<file path="src/rtl/sobel_pkg.sv">
// shared types, constants and kernel weight functions of the sobel edge threshold unit
// no dependencies; imported by every module of the block
package sobel_pkg;

    localparam int PIX_W      = 8;
    localparam int CFG_IDX_W  = 2;
    localparam int CFG_DATA_W = 30;
    localparam int CFG_WID_W  = 11;
    localparam int CFG_HGT_W  = 13;
    localparam int LIMIT_W    = 30;
    localparam int MAX_HEIGHT = 4096;
    localparam int HGT_W      = 13;   // holds MAX_HEIGHT itself
    localparam int ROW_W      = 13;   // row counters, including flush rows past the frame
    localparam int WT_W       = 6;    // signed kernel weight
    localparam int GRAD_W     = 16;   // signed gx / gy, 5x5 peak is 84 * 255
    localparam int SQ_W       = 29;   // gx squared
    localparam int SUM_W      = 30;   // gx squared plus gy squared

    typedef enum logic [CFG_IDX_W-1:0] {
        REG_FRAME_WIDTH  = 2'd0,
        REG_FRAME_HEIGHT = 2'd1,
        REG_KERNEL_MODE  = 2'd2,
        REG_MAG_LIMIT_SQ = 2'd3
    } t_cfg_reg;

    typedef struct packed {
        logic [PIX_W-1:0] gray;
        logic             flush;
    } t_in_beat;

    typedef struct packed {
        logic edge_res;
        logic frame_end;
    } t_out_beat;

    // per-item control carried down the pipeline
    typedef struct packed {
        logic emit;    // item produces a result
        logic last;    // result is the last of the frame
        logic half2;   // 5x5 kernels
    } t_tag;

    localparam logic signed [WT_W-1:0] GX3 [9] = '{
        -6'sd1, 6'sd0, 6'sd1,
        -6'sd2, 6'sd0, 6'sd2,
        -6'sd1, 6'sd0, 6'sd1
    };

    localparam logic signed [WT_W-1:0] GX5 [25] = '{
        -6'sd5,  -6'sd4,  6'sd0, 6'sd4,  6'sd5,
        -6'sd8,  -6'sd10, 6'sd0, 6'sd10, 6'sd8,
        -6'sd10, -6'sd20, 6'sd0, 6'sd20, 6'sd10,
        -6'sd8,  -6'sd10, 6'sd0, 6'sd10, 6'sd8,
        -6'sd5,  -6'sd4,  6'sd0, 6'sd4,  6'sd5
    };

    // weight of the horizontal kernel at window slot (k rows back, d items back)
    function automatic logic signed [WT_W-1:0] f_weight_x(input logic half2, input int k,
                                                         input int d);
        logic signed [WT_W-1:0] wt;
        wt = '0;
        if (half2) begin
            wt = GX5[(4 - k) * 5 + (4 - d)];
        end else if (k <= 2 && d <= 2) begin
            wt = GX3[(2 - k) * 3 + (2 - d)];
        end
        return wt;
    endfunction

    // vertical kernel is the transpose
    function automatic logic signed [WT_W-1:0] f_weight_y(input logic half2, input int k,
                                                         input int d);
        return f_weight_x(half2, d, k);
    endfunction

endpackage

</file>
<file path="src/rtl/sobel_grad.sv">
// horizontal and vertical gradient sums: per-row partials, then the row total
// depends on sobel_pkg kernel weights; fed by sobel_line_buf
module sobel_grad import sobel_pkg::*; #(
    parameter int MAX_KERNEL = 5,
    localparam int KW = MAX_KERNEL
) (
    input  logic                     i_clk,
    input  logic                     i_rst_n,
    input  logic                     i_v,
    output logic                     o_rdy,
    input  logic [PIX_W-1:0]         i_win [KW][KW],
    input  logic [KW-1:0]            i_row_ok,
    input  logic [KW-1:0]            i_col_ok,
    input  t_tag                     i_tag,
    output logic                     o_v,
    input  logic                     i_rdy,
    output logic signed [GRAD_W-1:0] o_gx,
    output logic signed [GRAD_W-1:0] o_gy,
    output t_tag                     o_tag
);

    logic                     r_c_v, r_d_v;
    logic signed [GRAD_W-1:0] r_c_gx [KW];
    logic signed [GRAD_W-1:0] r_c_gy [KW];
    t_tag                     r_c_tag, r_d_tag;
    logic signed [GRAD_W-1:0] r_d_gx, r_d_gy;

    logic signed [GRAD_W-1:0] gx_row [KW];
    logic signed [GRAD_W-1:0] gy_row [KW];
    logic signed [GRAD_W-1:0] gx_sum, gy_sum;
    logic                     c_load, c_adv, d_load, d_adv;

    assign d_adv  = r_d_v && i_rdy;
    assign d_load = r_c_v && (!r_d_v || d_adv);
    assign c_adv  = d_load;
    assign c_load = i_v && (!r_c_v || c_adv);
    assign o_rdy  = !r_c_v || c_adv;

    always_comb begin
        logic [PIX_W-1:0] px;
        px = '0;
        for (int k = 0; k < KW; k++) begin
            gx_row[k] = '0;
            gy_row[k] = '0;
            for (int d = 0; d < KW; d++) begin
                px = (i_row_ok[k] && i_col_ok[d]) ? i_win[k][d] : '0;
                gx_row[k] = gx_row[k] + $signed(GRAD_W'(px))
                            * GRAD_W'(f_weight_x(i_tag.half2, k, d));
                gy_row[k] = gy_row[k] + $signed(GRAD_W'(px))
                            * GRAD_W'(f_weight_y(i_tag.half2, k, d));
            end
        end
    end

    always_comb begin
        gx_sum = '0;
        gy_sum = '0;
        for (int k = 0; k < KW; k++) begin
            gx_sum = gx_sum + r_c_gx[k];
            gy_sum = gy_sum + r_c_gy[k];
        end
    end

    always_ff @(posedge i_clk) begin
        if (!i_rst_n) begin
            r_c_v <= 1'b0;
            r_d_v <= 1'b0;
        end else begin
            if (c_load) begin
                r_c_v <= 1'b1;
            end else if (c_adv) begin
                r_c_v <= 1'b0;
            end
            if (d_load) begin
                r_d_v <= 1'b1;
            end else if (d_adv) begin
                r_d_v <= 1'b0;
            end
        end
    end

    always_ff @(posedge i_clk) begin
        if (c_load) begin
            r_c_gx  <= gx_row;
            r_c_gy  <= gy_row;
            r_c_tag <= i_tag;
        end
        if (d_load) begin
            r_d_gx  <= gx_sum;
            r_d_gy  <= gy_sum;
            r_d_tag <= r_c_tag;
        end
    end

    assign o_v   = r_d_v;
    assign o_gx  = r_d_gx;
    assign o_gy  = r_d_gy;
    assign o_tag = r_d_tag;

endmodule

</file>
<file path="config.mk">
export PLATFORM = sky130hd
export DESIGN_NAME = sobel_grad
export DESIGN_NICKNAME = d
export VERILOG_FILES = /design/src/rtl/sobel_pkg.sv /design/src/rtl/sobel_grad.sv
export SDC_FILE = /design/constraint.sdc
export NUM_CORES = 2
export LEC_CHECK = 0
export BUFFER_PORTS_ARGS = -buffer_cell sky130_fd_sc_hd__buf_2
export CAP_MARGIN = 15
export CORE_ASPECT_RATIO = 0.8
export CORE_MARGIN = 2
export CORE_UTILIZATION = 59
export CTS_CLUSTER_SIZE = 16
export DETAILED_ROUTE_END_ITERATION = 7
export GPL_ROUTABILITY_DRIVEN = 0
export PLACE_DENSITY = 0.86
export SETUP_SLACK_MARGIN = 0.02
export SYNTH_ARGS = -nofsm -noshare
export SYNTH_HDL_FRONTEND = slang
export SYNTH_SLANG_ARGS = --single-unit
</file>
<file path="constraint.sdc">
create_clock -name i_clk -period 9.7 [get_ports i_clk]
set_input_delay 1.455 -clock i_clk [delete_from_list [all_inputs] [get_ports i_clk]]
set_output_delay 1.455 -clock i_clk [all_outputs]
set_load 0.01 [all_outputs]
</file>
==> summary.md <==
| Metric | Value |
|---|---|
| H-tree depth | 4 |
| RSZ-0062 raised after global routing | yes |
| Critical path fanouts, max | 4 |
| PD cells | 342 nW/um^2 |
| Sequential fraction of the synthesis area | 11.7% |
| Cts bufs inserted | 17 |
| DRT antenna net count | 0 |
| Slowest-stage cell, CP | fa_1 |
| Drt initial violations | 2752 |
| CTS sink count | 191 |
| Req. time, crit path | 9.91 ns |
| Total Wirelength | 123 mm |
| Die Y | 262 um |
| Final hold vios | 0 |
| Data arrival, critical path | 9.68 ns |
| Final setup viols | 0 |
| Worst Setup End Kind | register |
| Leak Pwr | 29.6 nW |
| Max Cap Violations | 0 |
| Crit path buf inv count | 9 |
| Syn-to-layout area delta | 8.15% |
| Mapped cell area | 49000 sq um |
| # DRC | 0 |
| Layout cell share with drive strength beyond 1 | 8.55% |
| Initial core utilization | 59.6% |
| Total congestion overflow | 0 |
| Synth warnings | 0 |
| Min Clock Period, post-route | 9.47 ns |
| Fill count | 5985 |
| Crit-path max cell delay | 0.55 ns |
| Clock-pin slew on the worst setup and hold paths | 0.09 ns |
| Initial antenna violation count | 11 |
| Mean Syn Cell Area | 10.2 sq um |
| #FFs+latches synth | 191 |
| DR WL/cell | 19.6 um |
| CP Class | primary input to register |
| HPWL reported at the end of detailed placement | 108 mm |
| Critical Path Source Type | primary input |
| Total power draw | 18.1 mW |
| Die Area | 85400 sq um |
| Initial DRT Pass Iterations | 5 |
| Vias in the first global route | 37.7k |
| Syn Inst Count | 4825 |
| Worst IR Drop VDD | 0.702 mV |
| Worst skew pair latency | 0.46 ns |
| All-Layer GR Usage | 29.8% |
| Netlist cell types | 72 |
| Die Width | 326 um |
| Standard-cell rows | 94 |
| Final Net Count | 7202 |
| Via density | 5.56 |
| Max-slew headroom | 36.7% |
| Top-Level Pins | 254 |
| Post-CTS Hold Buffers | 0 |
| First-pass GRT wire length | 198 mm |
| Most used DFF post-synth | edfxtp_1 |
| Worst-Margin Slew | 0.950 ns |
| Peak Freq | 106 MHz |
| Root Driver | clkbuf_16 |
| Core region area | 82200 sq um |
| Port bufs | 253 |
| Async set-reset flop share out of synthesis | 0% |
| CTS tree | built |
| Most common cell on crit path | fa_1 |
| Max Buffers Root-to-Sink | 2 |
| Setup TNS | 0 ns |
| Layout Utilization | 64.5% |
| Clock Skew | 0.0202 ns |
| Largest net degree at the start of global routing | 82 |
| Post-synth EDFFs | 189 |
| Outcome | finished, final reports clean |
| Final period utilization | 97.6% |
| Via count | 34.9k |
| Final Max Slew Viols | 0 |
| Largest delay share family, worst path | adder cells |
| Hold Path Class | register to register |
final timing paths:
check         startpoint    endpoint  slack, ns  cells after the start
max reg2reg   r_c_gx[17]    o_gy[13]       4.99                     13
min reg2reg   r_c_tag[0]    o_tag[0]       0.43                      0
min           r_c_tag[0]    o_tag[0]       0.43                      0
max          i_col_ok[2]  r_c_gx[47]       0.23                     37
where the power goes:
part           internal [mW]  leakage, nW  switching, mW  total [mW]
sequential              2.08         1.86          0.285        2.37
combinational           6.39         27.5           8.59        15.0
clock                  0.381        0.312          0.370       0.751
total                   8.86         29.6           9.24        18.1
synthesized netlist by cell type, drive strengths merged (11+ instances only):
master / count / share of area, %
edfxtp: 189 / 12
buf: 11 / 0.087
fa: 861 / 35
inv: 1296 / 9.9
nor2: 107 / 0.82
nor2b: 18 / 0.23
and2: 87 / 1.1
ha: 982 / 25
a21oi: 268 / 2.8
nand2b: 22 / 0.28
nor3: 34 / 0.36
o21ai: 53 / 0.54
clkbuf: 67 / 0.51
xnor2: 171 / 3.1
o21a: 25 / 0.38
a21o: 51 / 0.78
and3: 126 / 1.6
nand3: 29 / 0.30
nand2: 217 / 1.7
xor2: 57 / 1.0
o21bai: 31 / 0.47
or2: 15 / 0.19
cell type report:
| class | count | area, sq um | share of cell area [%] |
|---|---|---|---|
| well taps | 1104 | 1380 | 2.61 |
| diodes | 6 | 15.0 | 0.0283 |
| multi-input cells | 3282 | 38300 | 72.3 |
| inverters | 1296 | 4870 | 9.19 |
| clock buffers | 17 | 425 | 0.803 |
| flip-flops and latches | 191 | 5720 | 10.8 |
| clock inverters | 15 | 223 | 0.420 |
| repair buffers | 354 | 2070 | 3.90 |
placed cells by master, fill, tap and decap left out, types with 28 or more instances in the layout:
cell and n:
buf_2 250, nor2_1 106, o21ai_0 28, inv_1 1287, fa_1 861, and2_1 74
a21o_1 51, a21oi_1 258, edfxtp_1 189, o21bai_1 31, nand2_1 215, nand3_1 29
buf_4 99, xor2_1 57, ha_1 980, nor3_1 33, xnor2_1 169, and3_1 125
cell families (layout without fill, tap and decap cells):
logic type      after synthesis  count (layout)  share of synthesized area [%]
fa+ha+maj                  1843            1843                           60.3
flops                       191             191                           11.7
buf+inv                    1374            1682                           10.5
other cells                   2              30                         0.0153
xor+xnor                    229             229                           4.12
compound gates              489             489                           6.13
simple gates                682             682                           6.97
mux                          15              15                          0.322
worst reg2reg max path: cells and delay by family, from the launching register on:
kind	cells	cell delay, ns
AOI/OAI and AO/OA	5	1.38
xor gates and xnor gates	1	0.44
adders and majority gates	5	2.02
buffers and inverters	2	0.11
DFF	1	0.47
sequential cells by signal, indices dropped and copies added (netlist names):
name	cells
o_gy	16
r_c_v	1
o_tag	3
r_c_gx	78
o_gx	16
r_c_tag	3
r_c_gy	73
o_v	1
what timing repair did:
| item | CTS | global route |
|---|---|---|
| buffers inserted | 0 | 5 |
| gates resized for setup | 0 | 23 |
| setup endpoints to repair | 0 | 2 |
per-layer routing:
metal | GRT usage [%] | share of wire [%]
met1 | 38.3 | 39
met2 | 49.6 | 47
met3 | 6.16 | 8.8
met4 | 12.3 | 4.6
met5 | 0 | 0.056
stage by stage:
| stage | setup WS (ns) | cells | hold WS (ns) | cell area (sq um) |
|---|---|---|---|---|
| after floorplan | -0.0588 | 4847 | 0.400 | 49100 |
| after CTS | 0.0889 | 6253 | 0.431 | 52900 |
| after global placement | -0.125 | 6221 | 0.401 | 52200 |
| final | 0.234 | 6265 | 0.429 | 53000 |
| after global routing | -0.0683 | 6263 | 0.439 | 53000 |
| after detailed placement | -0.395 | 6221 | 0.414 | 52200 |
Power figures use the tool's default switching activity.
