--- src/rtl/sobel_pkg.sv ---
// shared types, constants and kernel weight functions of the sobel edge threshold unit
// no dependencies; imported by every module of the block
package sobel_pkg;

    localparam int PIX_W      = 8;
    localparam int CFG_IDX_W  = 2;
    localparam int CFG_DATA_W = 30;
    localparam int CFG_WID_W  = 11;
    localparam int CFG_HGT_W  = 13;
    localparam int LIMIT_W    = 30;
    localparam int MAX_HEIGHT = 4096;
    localparam int HGT_W      = 13;   // holds MAX_HEIGHT itself
    localparam int ROW_W      = 13;   // row counters, including flush rows past the frame
    localparam int WT_W       = 6;    // signed kernel weight
    localparam int GRAD_W     = 16;   // signed gx / gy, 5x5 peak is 84 * 255
    localparam int SQ_W       = 29;   // gx squared
    localparam int SUM_W      = 30;   // gx squared plus gy squared

    typedef enum logic [CFG_IDX_W-1:0] {
        REG_FRAME_WIDTH  = 2'd0,
        REG_FRAME_HEIGHT = 2'd1,
        REG_KERNEL_MODE  = 2'd2,
        REG_MAG_LIMIT_SQ = 2'd3
    } t_cfg_reg;

    typedef struct packed {
        logic [PIX_W-1:0] gray;
        logic             flush;
    } t_in_beat;

    typedef struct packed {
        logic edge_res;
        logic frame_end;
    } t_out_beat;

    // per-item control carried down the pipeline
    typedef struct packed {
        logic emit;    // item produces a result
        logic last;    // result is the last of the frame
        logic half2;   // 5x5 kernels
    } t_tag;

    localparam logic signed [WT_W-1:0] GX3 [9] = '{
        -6'sd1, 6'sd0, 6'sd1,
        -6'sd2, 6'sd0, 6'sd2,
        -6'sd1, 6'sd0, 6'sd1
    };

    localparam logic signed [WT_W-1:0] GX5 [25] = '{
        -6'sd5,  -6'sd4,  6'sd0, 6'sd4,  6'sd5,
        -6'sd8,  -6'sd10, 6'sd0, 6'sd10, 6'sd8,
        -6'sd10, -6'sd20, 6'sd0, 6'sd20, 6'sd10,
        -6'sd8,  -6'sd10, 6'sd0, 6'sd10, 6'sd8,
        -6'sd5,  -6'sd4,  6'sd0, 6'sd4,  6'sd5
    };

    // weight of the horizontal kernel at window slot (k rows back, d items back)
    function automatic logic signed [WT_W-1:0] f_weight_x(input logic half2, input int k,
                                                         input int d);
        logic signed [WT_W-1:0] wt;
        wt = '0;
        if (half2) begin
            wt = GX5[(4 - k) * 5 + (4 - d)];
        end else if (k <= 2 && d <= 2) begin
            wt = GX3[(2 - k) * 3 + (2 - d)];
        end
        return wt;
    endfunction

    // vertical kernel is the transpose
    function automatic logic signed [WT_W-1:0] f_weight_y(input logic half2, input int k,
                                                         input int d);
        return f_weight_x(half2, d, k);
    endfunction

endpackage

--- src/rtl/sobel_ctrl.sv ---
// config registers, frame position counters and the item admission stage
// depends on sobel_pkg; drives the line memory read port of sobel_line_buf
module sobel_ctrl import sobel_pkg::*; #(
    parameter int MAX_WIDTH  = 1024,
    parameter int MAX_KERNEL = 5,
    localparam int COL_W = $clog2(MAX_WIDTH),
    localparam int WID_W = $clog2(MAX_WIDTH + 1)
) (
    input  logic                  i_clk,
    input  logic                  i_rst_n,
    input  logic                  i_cfg_wr_en,
    input  logic [CFG_IDX_W-1:0]  i_cfg_idx,
    input  logic [CFG_DATA_W-1:0] i_cfg_wdata,
    input  logic                  i_in_valid,
    input  t_in_beat              i_in_data,
    output logic                  o_in_stall,
    output logic [LIMIT_W-1:0]    o_limit,
    output logic                  o_rd_en,
    output logic [COL_W-1:0]      o_rd_addr,
    output logic                  o_v,
    input  logic                  i_rdy,
    output logic [PIX_W-1:0]      o_gray,
    output logic [COL_W-1:0]      o_col,
    output logic [ROW_W-1:0]      o_orow,
    output logic [COL_W-1:0]      o_ocol,
    output logic [WID_W-1:0]      o_w,
    output logic [HGT_W-1:0]      o_h,
    output t_tag                  o_tag
);

    localparam int LAG_W = $clog2(2 * MAX_WIDTH + 3);

    logic [CFG_WID_W-1:0] r_frame_width;
    logic [CFG_HGT_W-1:0] r_frame_height;
    logic                 r_kernel_mode;
    logic [LIMIT_W-1:0]   r_limit;

    logic               r_active, n_active;
    logic [WID_W-1:0]   r_lat_w, n_lat_w;
    logic [HGT_W-1:0]   r_lat_h, n_lat_h;
    logic               r_lat_half2, n_lat_half2;
    logic [ROW_W-1:0]   r_in_row, n_in_row;
    logic [COL_W-1:0]   r_in_col, n_in_col;
    logic [ROW_W-1:0]   r_out_row, n_out_row;
    logic [COL_W-1:0]   r_out_col, n_out_col;
    logic [LAG_W-1:0]   r_lag_cnt, n_lag_cnt;

    logic               r_a_v;
    logic [PIX_W-1:0]   r_a_gray;
    logic [COL_W-1:0]   r_a_col;
    logic [ROW_W-1:0]   r_a_orow;
    logic [COL_W-1:0]   r_a_ocol;
    logic [WID_W-1:0]   r_a_w;
    logic [HGT_W-1:0]   r_a_h;
    t_tag               r_a_tag;

    logic             start, pixel_phase, accept, take, emit, last, col_wrap, ocol_wrap;
    logic [WID_W-1:0] w_cfg, w_cur;
    logic [HGT_W-1:0] h_cfg, h_cur;
    logic             half2_cfg, half2_cur;
    logic [LAG_W-1:0] lag_cfg;
    logic             a_adv;

    always_ff @(posedge i_clk) begin
        if (!i_rst_n) begin
            r_frame_width  <= CFG_WID_W'(640);
            r_frame_height <= CFG_HGT_W'(480);
            r_kernel_mode  <= 1'b0;
            r_limit        <= LIMIT_W'(10000);
        end else if (i_cfg_wr_en) begin
            unique case (t_cfg_reg'(i_cfg_idx))
                REG_FRAME_WIDTH:  r_frame_width  <= i_cfg_wdata[CFG_WID_W-1:0];
                REG_FRAME_HEIGHT: r_frame_height <= i_cfg_wdata[CFG_HGT_W-1:0];
                REG_KERNEL_MODE:  r_kernel_mode  <= i_cfg_wdata[0];
                REG_MAG_LIMIT_SQ: r_limit        <= i_cfg_wdata[LIMIT_W-1:0];
            endcase
        end
    end

    assign o_limit = r_limit;

    // clamped frame geometry, taken at the first pixel of a frame
    always_comb begin
        if (r_frame_width == '0) begin
            w_cfg = WID_W'(1);
        end else if (32'(r_frame_width) > 32'(MAX_WIDTH)) begin
            w_cfg = WID_W'(MAX_WIDTH);
        end else begin
            w_cfg = WID_W'(r_frame_width);
        end
        if (r_frame_height == '0) begin
            h_cfg = HGT_W'(1);
        end else if (32'(r_frame_height) > 32'(MAX_HEIGHT)) begin
            h_cfg = HGT_W'(MAX_HEIGHT);
        end else begin
            h_cfg = HGT_W'(r_frame_height);
        end
    end

    assign half2_cfg = r_kernel_mode && (MAX_KERNEL >= 5);
    assign lag_cfg   = half2_cfg ? (LAG_W'(w_cfg) << 1) + LAG_W'(2) : LAG_W'(w_cfg) + LAG_W'(1);

    assign start       = !r_active;
    assign w_cur       = start ? w_cfg : r_lat_w;
    assign h_cur       = start ? h_cfg : r_lat_h;
    assign half2_cur   = start ? half2_cfg : r_lat_half2;
    assign pixel_phase = start || (r_in_row < ROW_W'(r_lat_h));

    assign a_adv      = r_a_v && i_rdy;
    assign o_in_stall = r_a_v && !i_rdy;
    assign accept     = i_in_valid && !o_in_stall;
    // a flush while pixels are still due is dropped
    assign take       = accept && !(i_in_data.flush && pixel_phase);

    assign emit      = !start && (r_lag_cnt == '0);
    assign last      = emit && (r_out_row == ROW_W'(h_cur - HGT_W'(1)))
                            && (r_out_col == COL_W'(w_cur - WID_W'(1)));
    assign col_wrap  = (WID_W'(r_in_col) + WID_W'(1)) == w_cur;
    assign ocol_wrap = (WID_W'(r_out_col) + WID_W'(1)) == w_cur;

    always_comb begin
        n_active    = r_active;
        n_lat_w     = r_lat_w;
        n_lat_h     = r_lat_h;
        n_lat_half2 = r_lat_half2;
        n_in_row    = r_in_row;
        n_in_col    = r_in_col;
        n_out_row   = r_out_row;
        n_out_col   = r_out_col;
        n_lag_cnt   = r_lag_cnt;
        if (take) begin
            n_active    = 1'b1;
            n_lat_w     = w_cur;
            n_lat_h     = h_cur;
            n_lat_half2 = half2_cur;
            if (col_wrap) begin
                n_in_col = '0;
                n_in_row = r_in_row + ROW_W'(1);
            end else begin
                n_in_col = r_in_col + COL_W'(1);
            end
            if (start) begin
                n_lag_cnt = lag_cfg - LAG_W'(1);
            end else if (!emit) begin
                n_lag_cnt = r_lag_cnt - LAG_W'(1);
            end
            if (emit) begin
                if (ocol_wrap) begin
                    n_out_col = '0;
                    n_out_row = r_out_row + ROW_W'(1);
                end else begin
                    n_out_col = r_out_col + COL_W'(1);
                end
            end
            if (last) begin
                n_active  = 1'b0;
                n_in_row  = '0;
                n_in_col  = '0;
                n_out_row = '0;
                n_out_col = '0;
                n_lag_cnt = '0;
            end
        end
    end

    always_ff @(posedge i_clk) begin
        if (!i_rst_n) begin
            r_active    <= 1'b0;
            r_lat_w     <= WID_W'(640 > MAX_WIDTH ? MAX_WIDTH : 640);
            r_lat_h     <= HGT_W'(480);
            r_lat_half2 <= 1'b0;
            r_in_row    <= '0;
            r_in_col    <= '0;
            r_out_row   <= '0;
            r_out_col   <= '0;
            r_lag_cnt   <= '0;
            r_a_v       <= 1'b0;
        end else begin
            r_active    <= n_active;
            r_lat_w     <= n_lat_w;
            r_lat_h     <= n_lat_h;
            r_lat_half2 <= n_lat_half2;
            r_in_row    <= n_in_row;
            r_in_col    <= n_in_col;
            r_out_row   <= n_out_row;
            r_out_col   <= n_out_col;
            r_lag_cnt   <= n_lag_cnt;
            if (take) begin
                r_a_v <= 1'b1;
            end else if (a_adv) begin
                r_a_v <= 1'b0;
            end
        end
    end

    always_ff @(posedge i_clk) begin
        if (take) begin
            r_a_gray <= pixel_phase ? i_in_data.gray : '0;
            r_a_col  <= r_in_col;
            r_a_orow <= r_out_row;
            r_a_ocol <= r_out_col;
            r_a_w    <= w_cur;
            r_a_h    <= h_cur;
            r_a_tag  <= '{emit: emit, last: last, half2: half2_cur};
        end
    end

    assign o_rd_en   = take;
    assign o_rd_addr = r_in_col;
    assign o_v       = r_a_v;
    assign o_gray    = r_a_gray;
    assign o_col     = r_a_col;
    assign o_orow    = r_a_orow;
    assign o_ocol    = r_a_ocol;
    assign o_w       = r_a_w;
    assign o_h       = r_a_h;
    assign o_tag     = r_a_tag;

endmodule

--- config.mk ---
export PLATFORM = sky130hd
export DESIGN_NAME = sobel_ctrl
export DESIGN_NICKNAME = d
export VERILOG_FILES = /design/src/rtl/sobel_pkg.sv /design/src/rtl/sobel_ctrl.sv
export SDC_FILE = /design/constraint.sdc
export NUM_CORES = 1
export LEC_CHECK = 0
export BUFFER_PORTS_ARGS = -buffer_cell sky130_fd_sc_hd__buf_2
export CORE_UTILIZATION = 62
export CTS_CLUSTER_SIZE = 20
export DETAILED_ROUTE_END_ITERATION = 10
export PLACE_DENSITY = 0.86
export SLEW_MARGIN = 10
export SYNTH_ARGS = -nofsm -noshare
export SYNTH_HDL_FRONTEND = slang
export SYNTH_SLANG_ARGS = --single-unit
--- constraint.sdc ---
create_clock -name i_clk -period 15.6 [get_ports i_clk]
set_input_delay 0 -clock i_clk [delete_from_list [all_inputs] [get_ports i_clk]]
set_output_delay 0 -clock i_clk [all_outputs]
set_load 0.02 [all_outputs]
==> out/metrics.cfg <==
[timing]
setup_tns_ns=0
finClkSkew_ns=0.0139
rsz0062_at_grt=false
fmax_mhz=174
drv_slew=0
min_period_ns=5.74
tightest_slew_ns=1.13
max_slew_margin_pct=24.5
setup_viol=0
timing.final.crit_share_pct=36.8
finalHoldViolCount=0

[synthesis]
synth_edf_count=68
synthCells=1169
synth_seq_cells=208
syn_nets=1235
async_reset_ff_share_pct=0
synth_area_per_cell_um2=8.92
synth_flop_cell=dfxtp_1
yosys.area.top_type=dfxtp_1
synth_top_area_share_pct=26.9
synth_cell_types=75
yosys_warnings=0
synth.cell_area_mm2=0.0104
synth_area_leaders=dfxtp_1 27%, edfxtp_1 20%, nand2_1 6.4%
yosysSeqAreaShare_pct=46.4

[clock_network]
worstSkewPairLatency_ns=0.51
clockBufferDepth=3
cts_buffers=21
clock_sinks=208
cts-root-buf=clkbuf_16
h-tree-depth=1
cts_tree=done
post_cts_buffers=0
path_clk_slew_ns=0.07

[placed_design]
placed_cell_area_mm2=0.0112
place_inst=1487
hpwl_mm=18.6
finalWeightedCongestion=0.923
port_buffers=156

[critical_path]
critPathRequiredTime_ns=16.00
path_cells=buf_4, or2_1, nor4_1, a221oi_1, ha_1, inv_1, a211oi_1, or4b_1, xnor2_1, or4_1, nor3_1, nand4_1, a2111o_1, o31a_1, o21a_1
cpPeakStageDelay_ns=0.66
end_kind=register
cp.arrival_ns=6.14
slowest_stage=a221oi_1
startpoint_type=register
worstSetupPathType=reg -> reg
cp_max_fo=70

[status]
status=finished clean

[routing]
routed_via_density=6.13
dr.pass1.iters=6
final_antenna_net_count=0
drt_first_iter_violations=935
vias=9623
drc=0
wl_per_cell_um=18.1
wl_mm=28.4

[power]
p_seq_share_pct=46.8
p_int_w=0.000941
clkPwrFrac_pct=40.5
ir_drop_mv=0.0875
powerDensity_mw_per_mm2=102
pwr-share-comb_pct=12.7
p_leak_nw=4.90
switching_share_pct=25.8
p_sw_w=0.000327

[cells_and_area]
antenna_cells=0
final_common_cell=nand2_1
drive_above_1_share_pct=16.4
areaGrowthSynthToFinish_pct=18.9
postLayoutCellArea_mm2=0.0124
fin_nets=1401
final_cell_mix=178 x nand2_1, 156 x buf_2, 139 x dfxtp_1
stdcell_count=1570

[grt]
grt_pass1_wl_mm=45.2
grt_antenna_before_repair=0
grt_max_degree=74
top_usage_layer=met2
grt_pass1_vias=9064
use_met3_pct=5.36
use_met1_pct=42.5
grtUsageTotal_pct=31.9
grt-ovfl-total=0
gr-usage-met2_pct=50.4

[floorplan]
initial_core_util_pct=63.1
dieWidth_um=132
design.core.area_mm2=0.0165
core.rowCount=47
die_height_um=132
io-pin-count=157
die-area_mm2=0.0173

[flow_run]
maxCapViolCount=0

[min_path]
hold_class=in -> reg

-- cells in the mapped netlist (11+ instances only) --
master and instances:
clkbuf_1 39, and3_1 16, or3_1 20, edfxtp_1 68, o21ai_0 44, nand2_1 179
a21oi_1 88, dfxtp_1 140, xnor2_1 49, xor2_1 30, inv_1 46, o211ai_1 11
nand3_1 41, a211oi_1 24, nor3b_1 14, nand4_1 27, nor2_1 75, nor3_1 22
and2_1 19, nor4_1 14, ha_1 20
-- power by group through the flow --
stage,registers [W],clock network (W),logic (W)
2_1_floorplan,0.000615,0,0.0000932
3_3_place_gp,0.000603,0,0.000144
3_5_place_dp,0.000604,0,0.000148
4_1_cts,0.000592,0.000518,0.000157
5_1_grt,0.000595,0.000538,0.000173
6_report,0.000593,0.000513,0.000161
-- metrics by stage --
stage	utilization, %	total power [W]	hold slack (ns)	setup slack (ns)
after CTS	75.1	0.00127	0.0000288	9.68
after floorplan	-	0.000708	0.124	10.72
after global placement	68.0	0.000747	0.213	10.06
after detailed placement	68.0	0.000752	0.224	9.75
after global routing	75.1	0.00131	0.0543	9.47
final	75.1	0.00127	0.0358	9.86
-- final cells by class --
| class | count | area (µm²) |
|---|---|---|
| flip-flops and latches | 208 | 4850 |
| fillers | 1134 | 4120 |
| repair buffers | 206 | 1270 |
| clock buffers | 27 | 589 |
| inverters | 49 | 186 |
| clock inverters | 11 | 120 |
| well taps | 220 | 275 |
| multi-input cells | 849 | 5120 |
-- per-layer routing --
metal | up-vias | routed length, µm
met4 | 0 | 1130
met5 | - | 0
met3 | 89 | 2480
met2 | 512 | 13300
met1 | 4500 | 11500
li1 | 4522 | -
-- timing repair --
action / in CTS / in global routing
hold endpoints to repair: 65 / 0
gates resized for setup: 0 / 0
hold buffers: 45 / 0
-- cell families (layout without fill, tap and decap cells) --
logic type               count (synthesis)  count (layout)  synth area share (%)
multiplexers                            12              12                  1.18
XOR/XNOR                                79              79                  6.63
buffers and inverters                  112             293                  4.53
flip-flops                             208             208                  46.4
AND/OR/NAND/NOR                        491             491                  23.7
adder cells (fa/ha/maj)                 20              20                  2.40
AO/OA/AOI/OAI                          247             247                  15.1
-- path summary, 6_finish.rpt --
check              startpoint           end  slack [ns]  cells past startpoint
setup / recovery     r_active  r_in_row[11]        9.86                     15
hold / removal     i_in_valid           o_v        0.04                      4
setup reg to reg     r_active  r_in_row[11]        9.86                     15
hold reg to reg   r_lat_half2   r_lat_half2        0.46                      2
-- sequential cells by signal (all words and copies together) (netlist names), 3 cells and up --
signal	cells
o_gray	8
o_rd_addr	10
o_w	11
r_lat_w	11
r_frame_width	11
r_out_col	10
o_tag	3
o_h	13
o_col	10
r_frame_height	13
r_lag_cnt	12
r_out_row	13
o_ocol	10
r_in_row	13
o_orow	13
o_limit	30
r_lat_h	13
-- worst max-delay path: cells and delay by family, from the launching register on --
kind	cells	cell delay [ns]
buffers and inverters	2	0.57
adders and majority gates	1	0.31
DFF	1	0.31
and+or+nand+nor	6	2.15
AOI/OAI and AO/OA	5	2.13
xor gates and xnor gates	1	0.15
(Power assumes the default switching activity.)
