$ cat src/rtl/sobel_pkg.sv
// shared types, constants and kernel weight functions of the sobel edge threshold unit
// no dependencies; imported by every module of the block
package sobel_pkg;

    localparam int PIX_W      = 8;
    localparam int CFG_IDX_W  = 2;
    localparam int CFG_DATA_W = 30;
    localparam int CFG_WID_W  = 11;
    localparam int CFG_HGT_W  = 13;
    localparam int LIMIT_W    = 30;
    localparam int MAX_HEIGHT = 4096;
    localparam int HGT_W      = 13;   // holds MAX_HEIGHT itself
    localparam int ROW_W      = 13;   // row counters, including flush rows past the frame
    localparam int WT_W       = 6;    // signed kernel weight
    localparam int GRAD_W     = 16;   // signed gx / gy, 5x5 peak is 84 * 255
    localparam int SQ_W       = 29;   // gx squared
    localparam int SUM_W      = 30;   // gx squared plus gy squared

    typedef enum logic [CFG_IDX_W-1:0] {
        REG_FRAME_WIDTH  = 2'd0,
        REG_FRAME_HEIGHT = 2'd1,
        REG_KERNEL_MODE  = 2'd2,
        REG_MAG_LIMIT_SQ = 2'd3
    } t_cfg_reg;

    typedef struct packed {
        logic [PIX_W-1:0] gray;
        logic             flush;
    } t_in_beat;

    typedef struct packed {
        logic edge_res;
        logic frame_end;
    } t_out_beat;

    // per-item control carried down the pipeline
    typedef struct packed {
        logic emit;    // item produces a result
        logic last;    // result is the last of the frame
        logic half2;   // 5x5 kernels
    } t_tag;

    localparam logic signed [WT_W-1:0] GX3 [9] = '{
        -6'sd1, 6'sd0, 6'sd1,
        -6'sd2, 6'sd0, 6'sd2,
        -6'sd1, 6'sd0, 6'sd1
    };

    localparam logic signed [WT_W-1:0] GX5 [25] = '{
        -6'sd5,  -6'sd4,  6'sd0, 6'sd4,  6'sd5,
        -6'sd8,  -6'sd10, 6'sd0, 6'sd10, 6'sd8,
        -6'sd10, -6'sd20, 6'sd0, 6'sd20, 6'sd10,
        -6'sd8,  -6'sd10, 6'sd0, 6'sd10, 6'sd8,
        -6'sd5,  -6'sd4,  6'sd0, 6'sd4,  6'sd5
    };

    // weight of the horizontal kernel at window slot (k rows back, d items back)
    function automatic logic signed [WT_W-1:0] f_weight_x(input logic half2, input int k,
                                                         input int d);
        logic signed [WT_W-1:0] wt;
        wt = '0;
        if (half2) begin
            wt = GX5[(4 - k) * 5 + (4 - d)];
        end else if (k <= 2 && d <= 2) begin
            wt = GX3[(2 - k) * 3 + (2 - d)];
        end
        return wt;
    endfunction

    // vertical kernel is the transpose
    function automatic logic signed [WT_W-1:0] f_weight_y(input logic half2, input int k,
                                                         input int d);
        return f_weight_x(half2, d, k);
    endfunction

endpackage

$ cat src/rtl/sobel_mag.sv
// squared magnitude, threshold compare and the result output register
// depends on sobel_pkg; fed by sobel_grad, limit from sobel_ctrl
module sobel_mag import sobel_pkg::*; (
    input  logic                     i_clk,
    input  logic                     i_rst_n,
    input  logic [LIMIT_W-1:0]       i_limit,
    input  logic                     i_v,
    output logic                     o_rdy,
    input  logic signed [GRAD_W-1:0] i_gx,
    input  logic signed [GRAD_W-1:0] i_gy,
    input  t_tag                     i_tag,
    output logic                     o_out_valid,
    input  logic                     i_out_stall,
    output t_out_beat                o_out_data
);

    logic             r_e_v;
    t_tag             r_e_tag;
    logic [SQ_W-1:0]  r_e_gx2, r_e_gy2;
    logic             r_out_v;
    t_out_beat        r_out_data;

    logic signed [2*GRAD_W-1:0] gx_sq, gy_sq;
    logic [SUM_W-1:0]           mag_sq;
    logic                       out_free, e_adv, e_load, out_load;

    assign gx_sq = i_gx * i_gx;
    assign gy_sq = i_gy * i_gy;

    assign out_free = !r_out_v || !i_out_stall;
    // items that produce no result leave here without a beat
    assign e_adv    = r_e_v && (!r_e_tag.emit || out_free);
    assign e_load   = i_v && (!r_e_v || e_adv);
    assign o_rdy    = !r_e_v || e_adv;
    assign out_load = e_adv && r_e_tag.emit;

    assign mag_sq = SUM_W'(r_e_gx2) + SUM_W'(r_e_gy2);

    always_ff @(posedge i_clk) begin
        if (!i_rst_n) begin
            r_e_v   <= 1'b0;
            r_out_v <= 1'b0;
        end else begin
            if (e_load) begin
                r_e_v <= 1'b1;
            end else if (e_adv) begin
                r_e_v <= 1'b0;
            end
            if (out_load) begin
                r_out_v <= 1'b1;
            end else if (!i_out_stall) begin
                r_out_v <= 1'b0;
            end
        end
    end

    always_ff @(posedge i_clk) begin
        if (e_load) begin
            r_e_gx2 <= gx_sq[SQ_W-1:0];
            r_e_gy2 <= gy_sq[SQ_W-1:0];
            r_e_tag <= i_tag;
        end
        if (out_load) begin
            r_out_data <= '{edge_res: (mag_sq > i_limit), frame_end: r_e_tag.last};
        end
    end

    assign o_out_valid = r_out_v;
    assign o_out_data  = r_out_data;

endmodule

$ cat config.mk
export PLATFORM = sky130hd
export DESIGN_NAME = sobel_mag
export DESIGN_NICKNAME = d
export VERILOG_FILES = /design/src/rtl/sobel_pkg.sv /design/src/rtl/sobel_mag.sv
export SDC_FILE = /design/constraint.sdc
export NUM_CORES = 1
export LEC_CHECK = 0
export BUFFER_PORTS_ARGS = -buffer_cell sky130_fd_sc_hd__buf_2
export CORE_ASPECT_RATIO = 0.5
export CORE_MARGIN = 8
export CORE_UTILIZATION = 60
export DETAILED_ROUTE_END_ITERATION = 8
export PLACE_DENSITY = 0.88
export REMOVE_ABC_BUFFERS = 1
export SYNTH_ARGS = -nofsm -noshare
export SYNTH_HDL_FRONTEND = slang
export SYNTH_SLANG_ARGS = --single-unit
$ cat constraint.sdc
create_clock -name i_clk -period 5.7 [get_ports i_clk]
set_input_delay 0.285 -clock i_clk [delete_from_list [all_inputs] [get_ports i_clk]]
set_output_delay 0.285 -clock i_clk [all_outputs]
set_load 0.01 [all_outputs]
==> PnR_summary.wiki, run 1 <==
{| class="wikitable"
! Metric !! Value
|-
| Area Overhead vs Synth || 18.3%
|-
| TritonCTS clock tree || built
|-
| Run status || finished, violations left
|-
| Top fanout value on the critical path || 5
|-
| Final max-slew violation count || 0
|-
| Average size of a mapped cell || 9.46 um^2
|-
| Number of port buffers || 71
|-
| Fraction of layout cells with a size suffix above 1 || 20.0%
|-
| Global router's overall resource usage || 26.5%
|-
| Number of CTS-inserted buffers || 9
|-
| Wire length per cell || 20.4 um
|-
| Leading cell type in the layout, fill and taps excluded || inv_1
|-
| Ports placed on the boundary || 73
|-
| Shortest period the worst path allows || 5.87 ns
|-
| Final core area utilization || 72.1%
|-
| Number of vias per cell after detailed routing || 5.78
|-
| Congestion Overflow GR || 0
|-
| Insertion delay of the later-clocked pin in the worst-skew pair || 0.33 ns
|-
| Y dimension of the die || 146 um
|-
| Sequential cell area || 0.00184 mm^2
|-
| Count of flip-flops with a built-in enable after synthesis || 60
|-
| Source of the critical timing path || i_gy[8]
|-
| Layout fillers || 1934
|-
| Post-synthesis sequential element count || 62
|-
| Ratio of final minimum period to clock period || 103%
|-
| Global-route wire length before repair || 86.4 mm
|-
| Most Used Layer, Global Route || met2
|-
| Number of max-capacitance violations reported || 0
|-
| Finish-stage setup viols || 9
|-
| Count of TritonRoute iterations in the first routing pass || 8
|-
| Failing checks || setup timing
|-
| Share of flip-flops with an asynchronous set or reset after synthesis || 0%
|-
| Dpl hpwl || 43.6 mm
|-
| Initial drt markers || 1468
|-
| Portion of the post-synthesis area used by sequential elements || 9.13%
|-
| Hold path start || i_tag[2]
|-
| Wirelength, routed || 58.5 mm
|-
| Final estimated routing congestion in global placement || 0.934
|-
| Pin count of the biggest net entering global routing || 33
|-
| Synth area leader || fa_1
|-
| Worst clock skew || 0.00448 ns
|-
| Critical Setup Path Class || input port to register
|-
| Core area || 0.0331 mm^2
|-
| FMAX || 170 MHz
|-
| Element type at the critical path start || input port
|-
| Commonest non-fill, non-tap cells in the layout || inv_1, fa_1, buf_4, ha_1, nand2_1
|-
| Number of antenna violations at the first check in global routing || 0
|-
| RSZ-0062 raised after global routing || yes
|-
| Ranking of synthesized cells by area || fa_1, ha_1, inv_1
|-
| Reg-to-Reg Start || r_e_gy2[3]$_DFFE_PP_
|-
| Yosys top cell area share || 42.7%
|-
| Post-detailed-route count of antenna-violating nets || 0
|-
| Number of placement rows || 47
|-
| Synthesized instance count || 2134
|-
| GRT met3 Usage || 4.08%
|-
| Classification of the worst-slack hold path || input port to register
|-
| Clock sinks || 62
|-
| Critical path data arrival time || 5.94 ns
|-
| Yosys Warn Count || 0
|-
| Synth unique cells || 62
|-
| DIE WIDTH || 275 um
|-
| Clk root buf || clkbuf_16
|-
| Antenna cell count || 0
|-
| Category of the worst setup path capture point || register
|-
| Clock Pin Slew Worst Setup and Hold Paths || 0.05 ns
|-
| Drt drc || 0
|-
| Initial Utilization || 61.0%
|-
| Transition time at the pin with the least slew margin || 0.618 ns
|-
| Syn Std Cell Area || 0.0202 mm^2
|-
| Area of the multi-input gates || 0.0163 mm^2
|-
| Worst rel slew slack || 58.8%
|-
| Clock H-tree levels || 3
|-
| Minimum setup slack in the final design || -0.170 ns
|-
| Final number of hold-violating endpoints || 0
|-
| Data required time of the critical path || 5.77 ns
|-
| Met1 global-route usage || 30.3%
|-
| Clock buffer depth || 2
|-
| Count of nets after finishing || 3147
|-
| Main flop type after synthesis || edfxtp_1
|-
| Detailed-route via count || 16600
|-
| Met2 usage || 48.2%
|-
| Vias in the first global route || 18000
|-
| Floorplan die area || 0.0401 mm^2
|}
[timing repair]
item | in CTS | in global routing
setup endpoints to repair | 6 | 16
endpoints found under the hold margin | 0 | 0
gates resized for setup | 39 | 161
gates cloned | 0 | 0
hold buffers | 0 | 0
pin swaps | 36 | 97
buffers inserted | 12 | 19
[cell type report]
class	count	share of cell area, %
Timing Repair Buffer	324	10.4
Sequential cell	62	7.72
Clock inverter	7	0.372
Multi-Input combinational cell	1389	68.2
Tap cell	441	2.31
Inverter	638	10.1
Clock buffer	9	0.943
[final timing paths]
kind / endpoint / depth (start not counted) / slack, ns
setup reg to reg: o_out_data[1]$_DFFE_PP_ / 20 / 1.13
setup / recovery: r_e_gy2[28]$_DFFE_PP_ / 20 / -0.17
hold reg to reg: o_out_data[0]$_DFFE_PP_ / 0 / 0.44
hold / removal: r_e_tag[2]$_DFFE_PP_ / 1 / 0.13
[cells in the mapped netlist (12+ instances only)]
library cell,number
nand2_1,179
nand2b_1,17
inv_1,635
clkbuf_1,45
o21ai_1,14
a21oi_1,62
edfxtp_1,60
xor2_1,25
nand3_1,13
fa_1,430
ha_1,224
a21o_1,28
xnor2_1,86
and2_1,70
o21a_1,18
nor2b_1,12
nor2_1,93
o21ai_0,20
[stage by stage]
step                cell area, um^2  hold WS [ns]  TNS (ns)  cells  setup WS (ns)
global route                  23900         0.127     -3.79   2870         -0.445
detailed placement            22600         0.429     -5.12   2824         -0.489
floorplan                     20000         0.384         0   2089       0.000736
global placement              22600         0.400     -2.34   2824         -0.347
finish                        23900         0.127    -0.603   2870         -0.170
CTS                           23200         0.122         0   2852        0.00196
[flip-flops by register name, summed over array words and instances, names as in the netlist]
name / count
r_e_gy2: 28
r_e_tag: 2
r_e_gx2: 28
o_out_valid: 1
r_e_v: 1
o_out_data: 2
[worst max-delay path, stage by stage]
cell and delay, ns:
clkbuf_4 0.17, buf_4 0.13, nand2_1 0.20, fa_1 0.64
fa_1 0.60, fa_1 0.46, fa_1 0.48, fa_1 0.49
fa_1 0.50, inv_1 0.05, ha_1 0.20, a21o_1 0.20
a21o_1 0.19, a211oi_4 0.28, o31ai_4 0.14, a41o_1 0.27
o41ai_4 0.24, o21ai_1 0.13, a21oi_2 0.19, xnor2_2 0.09
[routing by layer]
| metal | vias to the layer above | share of wire, % |
|---|---|---|
| li1 | 6954 | - |
| met1 | 8148 | 34 |
| met2 | 1084 | 50 |
| met3 | 398 | 7.9 |
| met4 | 0 | 7.5 |
| met5 | - | 0 |
[cell families after synthesis]
kind of cell / count (synthesis) / synth area share [%]
xor+xnor: 111 / 4.82
flops: 62 / 9.13
simple gates: 417 / 9.44
buf+inv: 683 / 12.7
mux: 2 / 0.112
fa+ha+maj: 654 / 56.5
compound gates: 205 / 7.25
Power of run 1 is not shown: default switching activity piles up to over one toggle a cycle in this logic, so the estimate is an artifact.
==> run 2, diff against run 1 <==
--- a/config.mk
+++ b/config.mk
@@ -6,9 +6,9 @@
 export NUM_CORES = 1
 export LEC_CHECK = 0
 export BUFFER_PORTS_ARGS = -buffer_cell sky130_fd_sc_hd__buf_2
-export CORE_ASPECT_RATIO = 0.5
 export CORE_MARGIN = 8
 export CORE_UTILIZATION = 60
+export CTS_CLUSTER_DIAMETER = 120
 export DETAILED_ROUTE_END_ITERATION = 8
 export PLACE_DENSITY = 0.88
 export REMOVE_ABC_BUFFERS = 1
==> run 2 against run 1 <==
Compared with the run above: the flow still finishes with violations (setup timing); via count is 2.6% lower; clock skew is 0.0029 ns higher; global-route usage is 0.96 points lower; core utilization is 0.46 points lower; critical path depth is 4 higher; setup slack better by 0.12 ns; first-iteration DRC count is 23% lower; non-clock buffer count is 4 higher; final cell count is 0.38% higher; routed wire length is 6.9% lower; critical endpoint is now r_e_gx2[27]$_DFFE_PP_; largest cell class unchanged.
==> PnR_summary.wiki, run 2 (synthesis results as in run 1) <==
{| class="wikitable"
! Metric !! Value
|-
| Run status || finished, violations left
|-
| Failing checks || setup timing
|-
| Clk root buf || clkbuf_16
|-
| Final estimated routing congestion in global placement || 0.905 (-3.1%)
|-
| Final number of hold-violating endpoints || 0 (unchanged)
|-
| Top fanout value on the critical path || 6 (+1)
|-
| Count of nets after finishing || 3151 (+0.13%)
|-
| Fraction of layout cells with a size suffix above 1 || 20.3% (+0.25 points)
|-
| Initial drt markers || 1127 (-23%)
|-
| Critical path, cell by cell || clkbuf_4 > buf_4 > nand2_1 > inv_1 > fa_1 > inv_1 > fa_1 > fa_1 > inv_1 > fa_1 > fa_1 > inv_1 > fa_1 > inv_1 > ha_4 > a21oi_1 > a21oi_1 > a211oi_2 > o221ai_2 > o41ai_2 > o21ai_1 > nor2_2 > a21oi_2 > xor2_1
|-
| Finish-stage setup viols || 2 (-7)
|-
| Pin count of the biggest net entering global routing || 59 (+79%)
|-
| Layout fillers || 2142 (+11%)
|-
| Congestion Overflow GR || 0 (unchanged)
|-
| Category of the worst setup path capture point || register
|-
| Crit-path most repeated cell || fa_1
|-
| Drt drc || 0 (unchanged)
|-
| Number of max-capacitance violations reported || 0 (unchanged)
|-
| Number of placement rows || 67 (+43%)
|-
| Insertion delay of the later-clocked pin in the worst-skew pair || 0.35 ns (+0.02 ns)
|-
| Area after DPL || 0.0227 mm^2 (+0.32%)
|-
| Minimum setup slack in the final design || -0.0516 ns (+0.118 ns)
|-
| Commonest non-fill, non-tap cells in the layout || inv_1, fa_1, buf_4, ha_1, nand2_1
|-
| Y dimension of the die || 199 um (+37%)
|-
| Clock buffer depth || 2 (unchanged)
|-
| Critical path data arrival time || 5.85 ns (-0.09 ns)
|-
| Clock H-tree levels || 3 (unchanged)
|-
| Wire length per cell || 18.9 um (-7.3%)
|-
| Antenna cell count || 0 (unchanged)
|-
| Vias in the first global route || 17900 (-0.30%)
|-
| CP top delay family || adder cells
|-
| RSZ-0062 raised after global routing || yes
|-
| Number of port buffers || 71 (unchanged)
|-
| Final max-slew violation count || 0 (unchanged)
|-
| Initial Utilization || 60.5% (-0.47 points)
|-
| Number of CTS-inserted buffers || 9 (unchanged)
|-
| Final instance area || 0.0239 mm^2 (+0.13%)
|-
| Leading cell type in the layout, fill and taps excluded || inv_1
|-
| Data required time of the critical path || 5.80 ns (+0.03 ns)
|-
| Cts hold-fix bufs || 0 (unchanged)
|-
| Element type at the critical path start || input port
|-
| Core area || 0.0334 mm^2 (+0.77%)
|-
| Classification of the worst-slack hold path || input port to register
|-
| Floorplan die area || 0.0398 mm^2 (-0.89%)
|-
| Number of antenna violations at the first check in global routing || 0 (unchanged)
|-
| Crit path largest cell delay || 0.55 ns (-0.09 ns)
|-
| Worst rel slew slack || 46.8% (-12 points)
|-
| Post-detailed-route count of antenna-violating nets || 0 (unchanged)
|-
| Crit path buf inv count || 7 (+4)
|-
| Number of vias per cell after detailed routing || 5.61 (-3.0%)
|-
| Wirelength, routed || 54.4 mm (-6.9%)
|-
| Transition time at the pin with the least slew margin || 0.798 ns (+0.180 ns)
|-
| Worst clock skew || 0.00742 ns (+0.00294 ns)
|-
| Clock Pin Slew Worst Setup and Hold Paths || 0.06 ns (about the same)
|-
| Dpl hpwl || 40.7 mm (-6.6%)
|-
| FMAX || 174 MHz (+2.1%)
|-
| Area Overhead vs Synth || 18.4%
|-
| Global-route wire length before repair || 81.2 mm (-6.0%)
|-
| Critical-path top delay cell || fa_1
|-
| DIE WIDTH || 199 um (-28%)
|-
| Ports placed on the boundary || 73 (unchanged)
|-
| Critical Setup Path Class || input port to register
|-
| Count of TritonRoute iterations in the first routing pass || 8 (unchanged)
|-
| Detailed-route via count || 16200 (-2.6%)
|-
| Shortest period the worst path allows || 5.75 ns (-0.118 ns)
|-
| Area of the multi-input gates || 0.0163 mm^2 (+0.15%)
|-
| Clock sinks || 62 (unchanged)
|-
| TritonCTS clock tree || built
|-
| Ratio of final minimum period to clock period || 101% (-2.1 points)
|-
| Sequential cell area || 0.00184 mm^2 (unchanged)
|-
| Global router's overall resource usage || 25.6% (-0.96 points)
|-
| Leading registers by flop count || r_e_gx2 x28, r_e_gy2 x28
|}
run 2: changes by cell type in the layout (fill, tap and decap cells not counted), moves of 4 or more:
| cell | before | now |
|---|---|---|
| and2_4 | 14 | 10 |
| clkbuf_4 | 5 | 9 |
| inv_2 | 19 | 24 |
| and2_1 | 55 | 59 |
| buf_6 | 25 | 18 |
| inv_1 | 615 | 606 |
| buf_4 | 236 | 248 |
| nand2_2 | 12 | 8 |
run 2: metrics by stage:
step | std cells | setup TNS (ns) | util (%) | hold WS, ns | setup WS (ns)
after global placement | 2841 | -1.46 | 68.0 | 0.404 | -0.266
after floorplan | 2089 | 0 | - | 0.384 | 0.000736
after global routing | 2881 | -2.01 | 71.6 | 0.120 | -0.300
after detailed placement | 2841 | -4.24 | 68.0 | 0.427 | -0.450
after CTS | 2858 | 0 | 69.1 | 0.117 | 0.00173
final | 2881 | -0.0903 | 71.6 | 0.124 | -0.0516
run 2: layout make-up:
type,count,area share (%)
Tap cell,448,2.35
Sequential cell,62,7.71
Multi-Input combinational cell,1389,68.2
Clock inverter,3,0.178
Clock buffer,13,1.09
Timing Repair Buffer,328,10.3
Inverter,638,10.1
run 2: per-layer routing:
layer	wire [um]	GRT usage, %	vias up
met4	3430	11.5	0
li1	-	-	6962
met5	0	0	-
met3	3750	3.81	325
met1	18800	29.3	8048
met2	28400	46.8	817
run 2: timing repair:
action / in CTS / in global routing
setup endpoints to repair: 3 / 15
buffers inserted: 1 / 23
pin swaps: 9 / 77
gates resized for setup: 17 / 190
cloned: 0 / 0
run 2: final timing paths:
| kind | slack (ns) | depth (start not counted) | startpoint | end |
|---|---|---|---|---|
| min | 0.12 | 1 | i_tag[2] | r_e_tag[2]$_DFFE_PP_ |
| max | -0.05 | 24 | i_gx[10] | r_e_gx2[27]$_DFFE_PP_ |
| max reg2reg | 0.87 | 20 | r_e_gy2[3]$_DFFE_PP_ | o_out_data[1]$_DFFE_PP_ |
| min reg2reg | 0.44 | 0 | r_e_tag[1]$_DFFE_PP_ | o_out_data[0]$_DFFE_PP_ |
Power of run 2 is left out for the same reason.
